--- config.mk ---
export PLATFORM = sky130hd
export DESIGN_NAME = stream_top_k_selector_unit_flat
export DESIGN_NICKNAME = d
export VERILOG_FILES = /design/src/stks_pkg.sv /design/src/stks_req_if.sv /design/src/stks_rsp_if.sv /design/src/stream_top_k_selector_unit.sv /design/src/stks_front.sv /design/src/stks_queue.sv /design/src/stks_back.sv /design/src/flat_wrapper.sv
export SDC_FILE = /design/constraint.sdc
export NUM_CORES = 1
export LEC_CHECK = 0
export BUFFER_PORTS_ARGS = -buffer_cell sky130_fd_sc_hd__buf_2
export CAP_MARGIN = 20
export CORE_UTILIZATION = 45
export DETAILED_ROUTE_END_ITERATION = 8
export PLACE_DENSITY = 0.72
export RECOVER_POWER = 25
export SLEW_MARGIN = 20
export SYNTH_ARGS = -nofsm -noshare
export SYNTH_HDL_FRONTEND = slang
export SYNTH_SLANG_ARGS = --single-unit
--- constraint.sdc ---
create_clock -name clock -period 22.6 [get_ports clock]
set_input_delay 5.65 -clock clock [delete_from_list [all_inputs] [get_ports clock]]
set_output_delay 5.65 -clock clock [all_outputs]
set_load 0.02 [all_outputs]
--- src/stks_pkg.sv ---
// types, constants and key functions shared by the top-k selector
package stks_pkg;

   localparam int TOP_COUNT     = 4;
   localparam int POSITION_BITS = 16;
   localparam int VALUE_BITS    = 32;
   localparam int RANK_BITS     = 2;
   localparam int IDX_BITS      = (TOP_COUNT > 1) ? $clog2(TOP_COUNT) : 1;
   localparam int CNT_BITS      = $clog2(TOP_COUNT + 1);
   localparam int QUEUE_DEPTH   = 4;
   localparam int QPTR_BITS     = $clog2(QUEUE_DEPTH);
   localparam int QCNT_BITS     = $clog2(QUEUE_DEPTH + 1);

   localparam logic [POSITION_BITS-1:0] POS_MAX = '1;

   typedef enum logic {
      ST_COLLECT,
      ST_EMIT
   } back_state_type;

   typedef struct packed {
      logic [VALUE_BITS-1:0]    bits;
      logic [VALUE_BITS-1:0]    key;
      logic [POSITION_BITS-1:0] pos;
      logic                     last;
      logic                     nan;
   } sample_type;

   typedef struct packed {
      logic [RANK_BITS-1:0]     rank;
      logic [POSITION_BITS-1:0] position;
      logic [VALUE_BITS-1:0]    kept_bits;
      logic                     final_result;
   } result_type;

   // order-preserving key, both zeros share one key
   function automatic logic [VALUE_BITS-1:0] order_key(input logic [VALUE_BITS-1:0] bits);
      logic [VALUE_BITS-1:0] key;
      if (bits[VALUE_BITS-2:0] == '0) begin
         key = {1'b1, {(VALUE_BITS-1){1'b0}}};
      end else if (bits[VALUE_BITS-1]) begin
         key = ~bits;
      end else begin
         key = {1'b1, bits[VALUE_BITS-2:0]};
      end
      return key;
   endfunction

   function automatic logic is_nan(input logic [VALUE_BITS-1:0] bits);
      return (bits[30:23] == 8'hFF) && (bits[22:0] != 23'd0);
   endfunction

endpackage

--- src/stks_req_if.sv ---
// request channel of the top-k selector
interface stks_req_if;
   import stks_pkg::*;

   logic                  valid;
   logic                  ready;
   logic [VALUE_BITS-1:0] sample_bits;
   logic                  end_of_vector;

   modport source (output valid, output sample_bits, output end_of_vector, input ready);
   modport sink   (input valid, input sample_bits, input end_of_vector, output ready);

endinterface

--- src/stks_rsp_if.sv ---
// result channel of the top-k selector
interface stks_rsp_if;
   import stks_pkg::*;

   logic                     valid;
   logic                     ready;
   logic [RANK_BITS-1:0]     rank;
   logic [POSITION_BITS-1:0] position;
   logic [VALUE_BITS-1:0]    kept_bits;
   logic                     final_result;

   modport source (output valid, output rank, output position, output kept_bits,
                   output final_result, input ready);
   modport sink   (input valid, input rank, input position, input kept_bits,
                   input final_result, output ready);

endinterface

--- src/stream_top_k_selector_unit.sv ---
// top level of the streaming top-k selector
//
// req channel: one single-precision bit pattern per request, end_of_vector on the
// last element of a vector. rsp channel: on the last element the kept entries come
// out largest first, one per result, with rank, position and the original pattern;
// final_result marks the last of them. NaNs are dropped, ties go to lower position.
// A vector of only NaNs gives no results.
// the front end takes one request per cycle into a four-entry queue while it is not
// full; the back end inserts one queued element per cycle into the sorted list
// while it collects, so a vector streams at one element per cycle. while a vector is
// emitted, the queue keeps taking the next vector's elements until it is full.
// with an empty queue the last request passes through the queue, the back-end state
// and the output register before the first result is valid; then results follow at
// one per cycle while rsp ready stays high. a stalled receiver holds the output
// register and keeps the back end in emission, so the queue fills up and req ready
// drops. reset empties the queue, the list and the output register and restarts
// positions at zero; no clearing pass is needed.
module stream_top_k_selector_unit
   import stks_pkg::*;
(
   input  logic       clock,
   input  logic       reset,
   stks_req_if.sink   req,
   stks_rsp_if.source rsp
);

   logic       push;
   sample_type push_item;
   logic       queue_full;
   logic       pop;
   logic       head_valid;
   sample_type head_item;

   stks_front u_front (
      .clock      (clock),
      .reset      (reset),
      .req        (req),
      .queue_full (queue_full),
      .push       (push),
      .push_item  (push_item)
   );

   stks_queue u_queue (
      .clock      (clock),
      .reset      (reset),
      .push       (push),
      .push_item  (push_item),
      .full       (queue_full),
      .pop        (pop),
      .head_valid (head_valid),
      .head_item  (head_item)
   );

   stks_back u_back (
      .clock      (clock),
      .reset      (reset),
      .head_valid (head_valid),
      .head_item  (head_item),
      .pop        (pop),
      .rsp        (rsp)
   );

endmodule

--- src/stks_front.sv ---
// front end: accepts requests, numbers and classifies them
module stks_front
   import stks_pkg::*;
(
   input  logic       clock,
   input  logic       reset,
   stks_req_if.sink   req,
   input  logic       queue_full,
   output logic       push,
   output sample_type push_item
);

   logic [POSITION_BITS-1:0] counter_ff;
   logic [POSITION_BITS-1:0] counter_in;

   assign req.ready = !queue_full;
   assign push      = req.valid && req.ready;

   always_comb begin
      counter_in = counter_ff;
      if (push) begin
         if (req.end_of_vector) begin
            counter_in = '0;
         end else if (counter_ff != POS_MAX) begin
            counter_in = counter_ff + 1'b1;
         end
      end
      push_item.bits = req.sample_bits;
      push_item.key  = order_key(req.sample_bits);
      push_item.pos  = counter_ff;
      push_item.last = req.end_of_vector;
      push_item.nan  = is_nan(req.sample_bits);
   end

   always_ff @(posedge clock) begin
      if (reset) begin
         counter_ff <= '0;
      end else begin
         counter_ff <= counter_in;
      end
   end

endmodule

--- src/stks_queue.sv ---
// short queue between the front end and the back end
module stks_queue
   import stks_pkg::*;
(
   input  logic       clock,
   input  logic       reset,
   input  logic       push,
   input  sample_type push_item,
   output logic       full,
   input  logic       pop,
   output logic       head_valid,
   output sample_type head_item
);

   sample_type           mem_ff [QUEUE_DEPTH];
   logic [QPTR_BITS-1:0] wr_ptr_ff;
   logic [QPTR_BITS-1:0] wr_ptr_in;
   logic [QPTR_BITS-1:0] rd_ptr_ff;
   logic [QPTR_BITS-1:0] rd_ptr_in;
   logic [QCNT_BITS-1:0] count_ff;
   logic [QCNT_BITS-1:0] count_in;

   assign full       = (count_ff == QCNT_BITS'(QUEUE_DEPTH));
   assign head_valid = (count_ff != '0);
   assign head_item  = mem_ff[rd_ptr_ff];

   always_comb begin
      wr_ptr_in = push ? wr_ptr_ff + 1'b1 : wr_ptr_ff;
      rd_ptr_in = pop ? rd_ptr_ff + 1'b1 : rd_ptr_ff;
      count_in  = count_ff;
      if (push && !pop) begin
         count_in = count_ff + 1'b1;
      end else if (!push && pop) begin
         count_in = count_ff - 1'b1;
      end
   end

   always_ff @(posedge clock) begin
      if (reset) begin
         wr_ptr_ff <= '0;
         rd_ptr_ff <= '0;
         count_ff  <= '0;
      end else begin
         wr_ptr_ff <= wr_ptr_in;
         rd_ptr_ff <= rd_ptr_in;
         count_ff  <= count_in;
      end
   end

   always_ff @(posedge clock) begin
      if (push) begin
         mem_ff[wr_ptr_ff] <= push_item;
      end
   end

endmodule

--- src/stks_back.sv ---
// back end: sorted insertion into the kept list and ranked emission
module stks_back
   import stks_pkg::*;
(
   input  logic       clock,
   input  logic       reset,
   input  logic       head_valid,
   input  sample_type head_item,
   output logic       pop,
   stks_rsp_if.source rsp
);

   back_state_type           state_ff;
   back_state_type           state_in;
   logic [CNT_BITS-1:0]      fill_ff;
   logic [CNT_BITS-1:0]      fill_in;
   logic [IDX_BITS-1:0]      emit_ff;
   logic [IDX_BITS-1:0]      emit_in;
   logic                     out_valid_ff;
   logic                     out_valid_in;
   result_type               out_ff;
   result_type               out_in;
   logic [VALUE_BITS-1:0]    key_ff  [TOP_COUNT];
   logic [VALUE_BITS-1:0]    key_in  [TOP_COUNT];
   logic [VALUE_BITS-1:0]    bits_ff [TOP_COUNT];
   logic [VALUE_BITS-1:0]    bits_in [TOP_COUNT];
   logic [POSITION_BITS-1:0] pos_ff  [TOP_COUNT];
   logic [POSITION_BITS-1:0] pos_in  [TOP_COUNT];
   logic [VALUE_BITS-1:0]    sh_key  [TOP_COUNT];
   logic [VALUE_BITS-1:0]    sh_bits [TOP_COUNT];
   logic [POSITION_BITS-1:0] sh_pos  [TOP_COUNT];
   logic [TOP_COUNT-1:0]     ge;
   logic                     prev_ge;
   logic [CNT_BITS-1:0]      next_fill;
   logic                     emit_last;

   assign rsp.valid        = out_valid_ff;
   assign rsp.rank         = out_ff.rank;
   assign rsp.position     = out_ff.position;
   assign rsp.kept_bits    = out_ff.kept_bits;
   assign rsp.final_result = out_ff.final_result;

   always_comb begin
      state_in     = state_ff;
      fill_in      = fill_ff;
      emit_in      = emit_ff;
      out_in       = out_ff;
      out_valid_in = out_valid_ff && !rsp.ready;
      pop          = 1'b0;
      key_in       = key_ff;
      bits_in      = bits_ff;
      pos_in       = pos_ff;
      prev_ge      = 1'b1;
      emit_last    = (CNT_BITS'(emit_ff) + 1'b1) == fill_ff;
      next_fill    = (fill_ff != CNT_BITS'(TOP_COUNT)) ? fill_ff + 1'b1 : fill_ff;

      // entries ranked ahead of the newcomer: kept keys not below it
      for (int i = 0; i < TOP_COUNT; i++) begin
         ge[i] = (CNT_BITS'(i) < fill_ff) && (key_ff[i] >= head_item.key);
      end
      sh_key[0]  = head_item.key;
      sh_bits[0] = head_item.bits;
      sh_pos[0]  = head_item.pos;
      for (int i = 1; i < TOP_COUNT; i++) begin
         sh_key[i]  = key_ff[i-1];
         sh_bits[i] = bits_ff[i-1];
         sh_pos[i]  = pos_ff[i-1];
      end

      case (state_ff)
         ST_COLLECT: begin
            pop = head_valid;
            if (head_valid) begin
               if (!head_item.nan) begin
                  for (int i = 0; i < TOP_COUNT; i++) begin
                     if (!ge[i]) begin
                        if (prev_ge) begin
                           key_in[i]  = head_item.key;
                           bits_in[i] = head_item.bits;
                           pos_in[i]  = head_item.pos;
                        end else begin
                           key_in[i]  = sh_key[i];
                           bits_in[i] = sh_bits[i];
                           pos_in[i]  = sh_pos[i];
                        end
                     end
                     prev_ge = ge[i];
                  end
                  fill_in = next_fill;
               end
               if (head_item.last) begin
                  emit_in = '0;
                  if (head_item.nan && fill_ff == '0) begin
                     fill_in = '0;
                  end else begin
                     state_in = ST_EMIT;
                  end
               end
            end
         end
         ST_EMIT: begin
            if (!out_valid_ff || rsp.ready) begin
               out_valid_in        = 1'b1;
               out_in.rank         = RANK_BITS'(emit_ff);
               out_in.position     = pos_ff[emit_ff];
               out_in.kept_bits    = bits_ff[emit_ff];
               out_in.final_result = emit_last;
               emit_in             = emit_ff + 1'b1;
               if (emit_last) begin
                  fill_in  = '0;
                  emit_in  = '0;
                  state_in = ST_COLLECT;
               end
            end
         end
         default: begin
            state_in = ST_COLLECT;
         end
      endcase
   end

   always_ff @(posedge clock) begin
      if (reset) begin
         state_ff     <= ST_COLLECT;
         fill_ff      <= '0;
         emit_ff      <= '0;
         out_valid_ff <= 1'b0;
      end else begin
         state_ff     <= state_in;
         fill_ff      <= fill_in;
         emit_ff      <= emit_in;
         out_valid_ff <= out_valid_in;
      end
   end

   always_ff @(posedge clock) begin
      out_ff  <= out_in;
      key_ff  <= key_in;
      bits_ff <= bits_in;
      pos_ff  <= pos_in;
   end

endmodule

--- src/flat_wrapper.sv ---
// flat-port wrapper written by rule: the top's interface ports become plain ports
module stream_top_k_selector_unit_flat import stks_pkg::*;
  (clock, reset, req_valid, req_sample_bits, req_end_of_vector, req_ready, rsp_valid, rsp_rank, rsp_position, rsp_kept_bits, rsp_final_result, rsp_ready);
  stks_req_if req_i ();
  stks_rsp_if rsp_i ();
  input  logic clock;
  input  logic reset;
  input wire logic [$bits(req_i.valid)-1:0] req_valid;
  input wire logic [$bits(req_i.sample_bits)-1:0] req_sample_bits;
  input wire logic [$bits(req_i.end_of_vector)-1:0] req_end_of_vector;
  output wire logic [$bits(req_i.ready)-1:0] req_ready;
  output wire logic [$bits(rsp_i.valid)-1:0] rsp_valid;
  output wire logic [$bits(rsp_i.rank)-1:0] rsp_rank;
  output wire logic [$bits(rsp_i.position)-1:0] rsp_position;
  output wire logic [$bits(rsp_i.kept_bits)-1:0] rsp_kept_bits;
  output wire logic [$bits(rsp_i.final_result)-1:0] rsp_final_result;
  input wire logic [$bits(rsp_i.ready)-1:0] rsp_ready;
  assign req_i.valid = req_valid;
  assign req_i.sample_bits = req_sample_bits;
  assign req_i.end_of_vector = req_end_of_vector;
  assign req_ready = req_i.ready;
  assign rsp_valid = rsp_i.valid;
  assign rsp_rank = rsp_i.rank;
  assign rsp_position = rsp_i.position;
  assign rsp_kept_bits = rsp_i.kept_bits;
  assign rsp_final_result = rsp_i.final_result;
  assign rsp_i.ready = rsp_ready;
  stream_top_k_selector_unit u_core (.clock(clock), .reset(reset), .req(req_i), .rsp(rsp_i));
endmodule
# Word-level counts from Yosys, hierarchy flattened
# Memory sizes are Yosys's and may differ from the RTL's. A register that Yosys moved wholly into a read port is not among the register bits.
# Index checks and enable logic that the tools add are counted.
# classes
n_bitwise	8
n_eq_ne	9
n_mux	47
add_sub_neg	8
reduce_logical	30
magnitude_cmp	9
# ops
cell	n
32-bit two-way mux	10
32-bit >= comparator	4
16-bit two-way mux	7
32-bit binary-select mux with 2-bit select	1
16-bit binary-select mux with 2-bit select	1
32-bit inverter	1
31-bit zero test	1
3-bit two-way mux	9
23-bit nonzero test	1
16-bit by 1-bit adder with 16-bit output, second input constant	1
16-bit != test, second input constant	1
4-bit AND reduction	4
2-bit two-way mux	6
1-bit logical AND	10
1-bit two-way mux	10
8-bit == test, second input constant	1
2-bit by 1-bit adder with 2-bit output, second input constant	3
3-bit by 1-bit adder with 3-bit output, second input constant	2
1-bit by 3-bit < comparator with 1-bit output, first input constant	2
2-bit by 3-bit < comparator with 1-bit output, first input constant	2
2-bit by 1-bit != test with 1-bit output, second input constant	3
1-bit inverter	6
3-bit case mux with 2 select lines	1
3-bit AND reduction	2
other kinds (16)	22
# totals
regBits	401
n_memories	1
mem_bits_rw	328
out_inout_bits	53
# memory_table
name	words	width	rd	rd_ports_with_merged_regs	write_ports	line	text
u_core.u_queue.mem_ff	4	82	1	1	1	stks_queue.sv:15	sample_type mem_ff [QUEUE_DEPTH];

# Logic depth before layout (Yosys ltp)
# Gate-level depths: netlist of the first run.
# logic_depth
depth_word	7
mapped_depth	12

# Cells and area by module
# Synthesis of the first run repeated with hierarchy kept, for this count alone.
# hier_totals
hier_cells	1835
area_unflattened_um2	33283.2
# by_module_without_submodules
mod	seq_area_each_um2	n_inst	area_each_um2	cells_per_inst
stks_back	11280.8	1	19129.6	1116
stks_queue	10029.6	1	12345.6	472
stks_front	320.3	1	1808.0	247

# Worst setup path before layout of the first run
# Ideal clock, no wire load.
# synth_timing
path_kind	register to register
from	register with a tool-made name
to	register u_core.u_back.bits_ff[64] (netlist name) (enable)
t_arrival_ns	10.583
path_stages_with_launch	11
path_slack_ns	11.302
t_required_ns	21.885
n_path_buf	2
cell_sequence	dfxtp_1 > clkbuf_1 > buf_1 > mux4_2 > inv_1 > ha_1 > a21oi_1 > nor2_1 > a2111oi_0 > a31oi_2 > nor4_1
# synth_lines
item	line	text
end signal, assigned	stks_back.sv:139	bits_ff <= bits_in;
end, declared	stks_back.sv:25	logic [VALUE_BITS-1:0] bits_ff [TOP_COUNT];

==> results.toml, run 1 <==
[run_status]
outcome = "finished with violations"
failed_checks = "capacitance limit, slew limit"

[floorplan]
ios = 90
dieArea_mm2 = 0.07260
rows = 97
die_w_um = 269.5
coreArea_mm2 = 0.07039
initial_utilization_pct = 45.73
die_h_um = 269.5

[timing]
setup_tns_ps = 0
period_needed_ps = 9017
fin_worst_skew_ps = 22.88
fmax_ghz = 0.1109
hold_viol = 0
grt_setup_unrepaired = "no"
setup_violations = 0
relSlewSlack_pct = -157.2
fin_crit_sh_pct = 39.90
worstMarginPinSlew_ps = 3858
drv_slew = 309

[synthesis]
synth_largest_area_cell = "edfxtp_1"
synth.avg_cell_area_um2 = 18.39
synth_cell_types = 56
synth_cells = 1750
ys_seq_elements = 731
yosys-top-cells-area = "edfxtp_1, mux4_2, mux2_2"
synth.yosys.warnings = 0
synth_seq_area_share_pct = 67.20
yosysMostFrequentCell = "edfxtp_1"
ys_top_cells_by_count = "edfxtp_1, mux2_2, ha_1, mux4_2, mux2_4"
synth_fp_nets = 1925
syn_area_mm2 = 0.03219
synth_edf_count = 699
synth_flop_cell = "edfxtp_1"
synthDominantCellAreaShare_pct = 65.21
ys_async_sr_fraction_pct = 0

[worst_setup_path]
path_max_fanout = 47
cp_data_required_time_ps = 22850
worstPathArrival_ps = 9260
cp-end-kind = "flop"
start_kind = "flop"
criticalPathCategory = "flop to flop"

[job]
max-cap-violations = 10

[placement]
io_buffers = 89
gp_congestion = 0.8424
dpl.hpwl_um = 41810

[clock_tree]
cts_tree = "yes"
root_buffer = "clkbuf_16"
cts_buffer_depth = 3
htreeDepth = 3
numCtsBuffers = 74
cts_hold_buf = 0
ctsResizeCount = 0
clk_pin_slew_ps = 60
postCtsSetupBuffers = 0
insertion_delay_ps = 620
clock-sinks = 731

[worst_hold_path]
hold_path.class = "flop to flop"

[power]
fin_total_pwr_mw = 5.226
p_leak_nw = 12.68
power_density_mw_per_mm2 = 144.5
irDropWorstVdd_mv = 0.1488

[drt]
wirelength_um = 70290
drcViolationCount = 0
drt_iter0_drc = 1278
first_pass_iters = 5
vias = 16580
via_per_inst = 5.775
routedWlPerCell_um = 24.48
ant_nets = 0

[final_layout]
nets = 2048
layout-drive-gt1-share_pct = 30.55
fin_util_pct = 51.38
syn2layout_area_growth_pct = 12.36
antennaDiodeCount = 0

[grt]
grt_pass1_wl_um = 107300
use_met1_pct = 25.45
first_global_vias = 17500
grtUsageTotal_pct = 19.52
overflow = 0
grt_max_degree = 63
met2_usage_pct = 33.38
grt_most_used_layer = "met2"
antenna_found_initial = 2
use_met3_pct = 3.429
[area by class of cell]
type / instances / area (um^2)
clock buffer: 94 / 2083
clock inverter: 40 / 427.9
fill: 5646 / 34230
inverter: 48 / 180.2
multi-input combinational: 904 / 10070
sequential: 731 / 21630
tap: 940 / 1176
timing repair buffer: 114 / 593.1
[final timing paths]
kind / startpoint / endpoint / slack, ps / depth (start not counted)
worst min register to register: u_core.u_queue.wr_ptr_ff[1] / u_core.u_queue.wr_ptr_ff[1] / 510 / 2
worst max-delay path: flop / u_core.u_back.pos_ff[13] / 13580 / 10
worst max register to register: flop / u_core.u_back.pos_ff[13] / 13580 / 10
worst min-delay path: u_core.u_queue.wr_ptr_ff[1] / u_core.u_queue.wr_ptr_ff[1] / 510 / 2
[cells in the final DEF, fill, tap and decap left out, drive strengths merged, types with 20 or more instances in the layout]
master / n
nand2: 36
xnor2: 43
buf: 98
mux4: 130
inv: 54
clkbuf: 110
mux2: 240
dfxtp: 32
clkinv: 25
nand4: 20
a21oi: 50
edfxtp: 699
nor2: 75
ha: 137
[sequential cells by signal, summed over array words and instances (netlist names), named ones only]
| name | cells |
|---|---|
| u_core.u_back.key_ff | 128 |
| u_core.u_queue.count_ff | 3 |
| u_core.u_back.rsp.rank | 2 |
| u_core.u_back.rsp.position | 16 |
| u_core.u_back.pos_ff | 64 |
| u_core.u_back.rsp.final_result | 1 |
| u_core.u_back.state_ff | 1 |
| u_core.u_front.counter_ff | 16 |
| u_core.u_queue.mem_ff | 328 |
| u_core.u_queue.wr_ptr_ff | 2 |
| u_core.u_back.emit_ff | 2 |
| u_core.u_back.bits_ff | 128 |
| u_core.u_back.rsp.valid | 1 |
| u_core.u_queue.rd_ptr_ff | 2 |
| u_core.u_back.fill_ff | 3 |
| u_core.u_back.rsp.kept_bits | 32 |
[metrics by stage]
step	hold WS [ps]	instance area, um^2	setup WS (ps)	cells
floorplan	434.8	32190	11300	1750
global placement	475.9	33730	14390	2737
detailed placement	497.9	33730	14310	2737
CTS	506.8	36240	14960	2871
global route	534.4	36170	12620	2871
finish	507.2	36170	13580	2871
[kinds of logic after synthesis]
group,Yosys count,share of synthesized area [%]
and+or+nand+nor,226,3.619
AOI/OAI and AO/OA,113,2.204
buffers and inverters,115,1.601
DFF,731,67.20
muxes,373,18.52
adders and majority gates,138,5.388
xor gates and xnor gates,54,1.469
[layer usage]
metal  share of wire (%)  vias up  wire length, um
li1                    -     7283                -
met1                  42     8677            29720
met2                  50      482            35210
met3                 5.3      133             3694
met4                 2.3        4             1647
met5               0.033        -               23
[power by group]
part / switching [mW] / total (mW) / internal [mW]
clock network: 0.524 / 1.26 / 0.739
registers: 0.201 / 2.31 / 2.11
logic: 0.950 / 1.65 / 0.700
total: 1.68 / 5.23 / 3.55
[critical path, cell delays in order (launching register included)]
cell and delay [ps]:
dfxtp_1 1300, clkbuf_1 2080, mux4_2 790, inv_1 180
ha_1 270, a21o_1 180, a21oi_1 140, nor2b_1 60
a2111oi_0 540, a31o_1 2240, buf_4 810
(Power assumes the default switching activity.)
==> inputs of run 2 (changes only) <==
Clock period 22.6 ns to 9.45 ns, I/O delays scaled along.
==> run 2 against run 1 <==
Compared with the run above:
- the run still ends with capacitance limit, slew limit left
- first-iteration DRC count rose by 12%
- largest cell class unchanged
- global-route usage about the same
- wire length decreased by 0.16%
- sequential power is 140% higher
- highest routed layer is now met4
- total power rose by 140%
- setup slack worse by 11000 ps
- clock skew rose by 9.0 ps
- clock power rose by 140%
- clock-buffer cell count up 9
- sequential share of layout area unchanged
- non-clock buffer count down 1
- critical path type unchanged
==> results.toml, run 2 (same netlist as run 1, synthesis figures left out) <==
[worst_setup_path]
reg2reg_to = "u_core.u_back.bits_ff[62]"
critical_path.max_stage_delay_ps = 1670
path_depth = 10
cp_slowest_cell = "dfxtp_1"
ff2ff_path_depth = 10
cp_top_family = "buffers and inverters"
path_max_fanout = 56
start_kind = "flop"
crit_buf_inv = 3
rrSetupSlack_ps = 2300
criticalPathCategory = "flop to flop"
cp-end-kind = "flop"
crit_path_end = "u_core.u_back.bits_ff[62]"
crit_top_cell = "buf_4"
cp_data_required_time_ps = 9670
path_cells = "buf_4 > mux4_2 > inv_1 > ha_1 > a2111oi_0 > o41ai_1 > nor4_1 > o211ai_1 > nor2_4 > buf_4"
worstPathArrival_ps = 7370

[timing]
worstMarginPinSlew_ps = 3731
relSlewSlack_pct = -148.7
hold_viol = 0
setup_violations = 0
fmax_ghz = 0.1398
fin_worst_skew_ps = 31.93
fin_crit_sh_pct = 75.68
grt_setup_unrepaired = "no"
setup_tns_ps = 0
drv_slew = 309
period_needed_ps = 7152

[floorplan]
rows = 97
coreArea_mm2 = 0.07039
ios = 90
initial_utilization_pct = 45.73
die_h_um = 269.5
die_w_um = 269.5
dieArea_mm2 = 0.07260

[clock_tree]
insertion_delay_ps = 620
numCtsBuffers = 75
cts_tree = "yes"
cts_buffer_depth = 3
ctsResizeCount = 0
cts_hold_buf = 0
clock-sinks = 731
postCtsSetupBuffers = 0
root_buffer = "clkbuf_16"
htreeDepth = 3
clk_pin_slew_ps = 60

[drt]
ant_nets = 0
wirelength_um = 70180
first_pass_iters = 5
drcViolationCount = 0
via_per_inst = 5.754
routedWlPerCell_um = 24.39
drt_iter0_drc = 1427
vias = 16550

[power]
p_leak_nw = 12.61
power_density_mw_per_mm2 = 346.5
irDropWorstVdd_mv = 0.2145
fin_total_pwr_mw = 12.53

[final_layout]
layout_commonest_cell = "edfxtp_1"
largest_reg_flops = 328
layout-drive-gt1-share_pct = 28.79
instances_no_fill = 2877
top_regs = "u_core.u_queue.mem_ff x328, u_core.u_back.bits_ff x128, u_core.u_back.key_ff x128"
top_register = "u_core.u_queue.mem_ff"
syn2layout_area_growth_pct = 12.36
fin_util_pct = 51.38
fin_area_mm2 = 0.03617
nets = 2048
final_cell_mix = "edfxtp_1, mux2_2, ha_1, mux4_2, mux2_4"

[grt]
antenna_found_initial = 3
overflow = 0
grtUsageTotal_pct = 19.54
grt_pass1_wl_um = 108200
first_global_vias = 17560
grt_max_degree = 58

[placement]
gp_congestion = 0.8726
dpl.hpwl_um = 41780
io_buffers = 89
dp_cells = 2736
place_area_mm2 = 0.03374

[worst_hold_path]
hold_path_depth = 2
hold_path.class = "flop to flop"

[run_status]
outcome = "finished with violations"
failed_checks = "capacitance limit, slew limit"

[job]
max-cap-violations = 8
run 2: cell types whose count changed in the layout (fill, tap and decap cells not counted), sizes merged:
cell	previous run	this run
buf	98	75
inv	54	49
clkinvlp	2	1
diode	0	2
clkinv	25	26
bufinv	7	8
clkbuf	110	141
run 2: worst min-delay path by stage:
stage | start | endpoint
after CTS | u_core.u_queue.wr_ptr_ff[1] | u_core.u_queue.wr_ptr_ff[1]
after global placement | u_core.u_queue.count_ff[2] | u_core.u_queue.count_ff[2]
after detailed placement | u_core.u_queue.wr_ptr_ff[1] | u_core.u_queue.wr_ptr_ff[1]
final | u_core.u_queue.wr_ptr_ff[1] | u_core.u_queue.wr_ptr_ff[1]
after global routing | u_core.u_queue.wr_ptr_ff[1] | u_core.u_queue.wr_ptr_ff[1]
after floorplan | u_core.u_back.emit_ff[0] | u_core.u_back.rsp.rank[0]
run 2: worst reg2reg max path, delay by kind of cell (launching register included):
family                   cells  cell delay [ps]
AO/OA/AOI/OAI                3             1160
AND/OR/NAND/NOR              2             1290
multiplexers                 1              630
buffers and inverters        3             1710
adder cells (fa/ha/maj)      1              250
flip-flops                   1             1670
run 2: metrics by stage:
step	setup slack [ps]	hold WS [ps]
after floorplan	1505	434.8
after detailed placement	3287	497.2
final	2298	496.7
after CTS	3263	505.3
after global placement	3438	478.7
after global routing	1739	533.8
run 2: layer usage:
metal  wire length [um]  vias up  global-route usage (%)
met2              34250      514                   32.26
met3               4002      107                   3.553
met5                  0        -                       0
met4               1489        0                   5.742
li1                   -     7286                       -
met1              30430     8646                   26.46
run 2: final cells by class:
type                       instances  area (um^2)
fill                            5677        34230
antenna                            2        5.005
sequential                       731        21630
clock buffer                     103         2086
tap                              940         1176
timing repair buffer             113        573.1
clock inverter                    36        409.1
inverter                          48        180.2
multi-input combinational        904        10100
run 2: where the power goes:
group	leakage [nW]	total (mW)	internal (mW)	switching [mW]
clock network	1.22	3.00	1.77	1.22
logic	4.57	4.00	1.68	2.32
registers	6.82	5.54	5.04	0.496
total	12.6	12.5	8.49	4.04
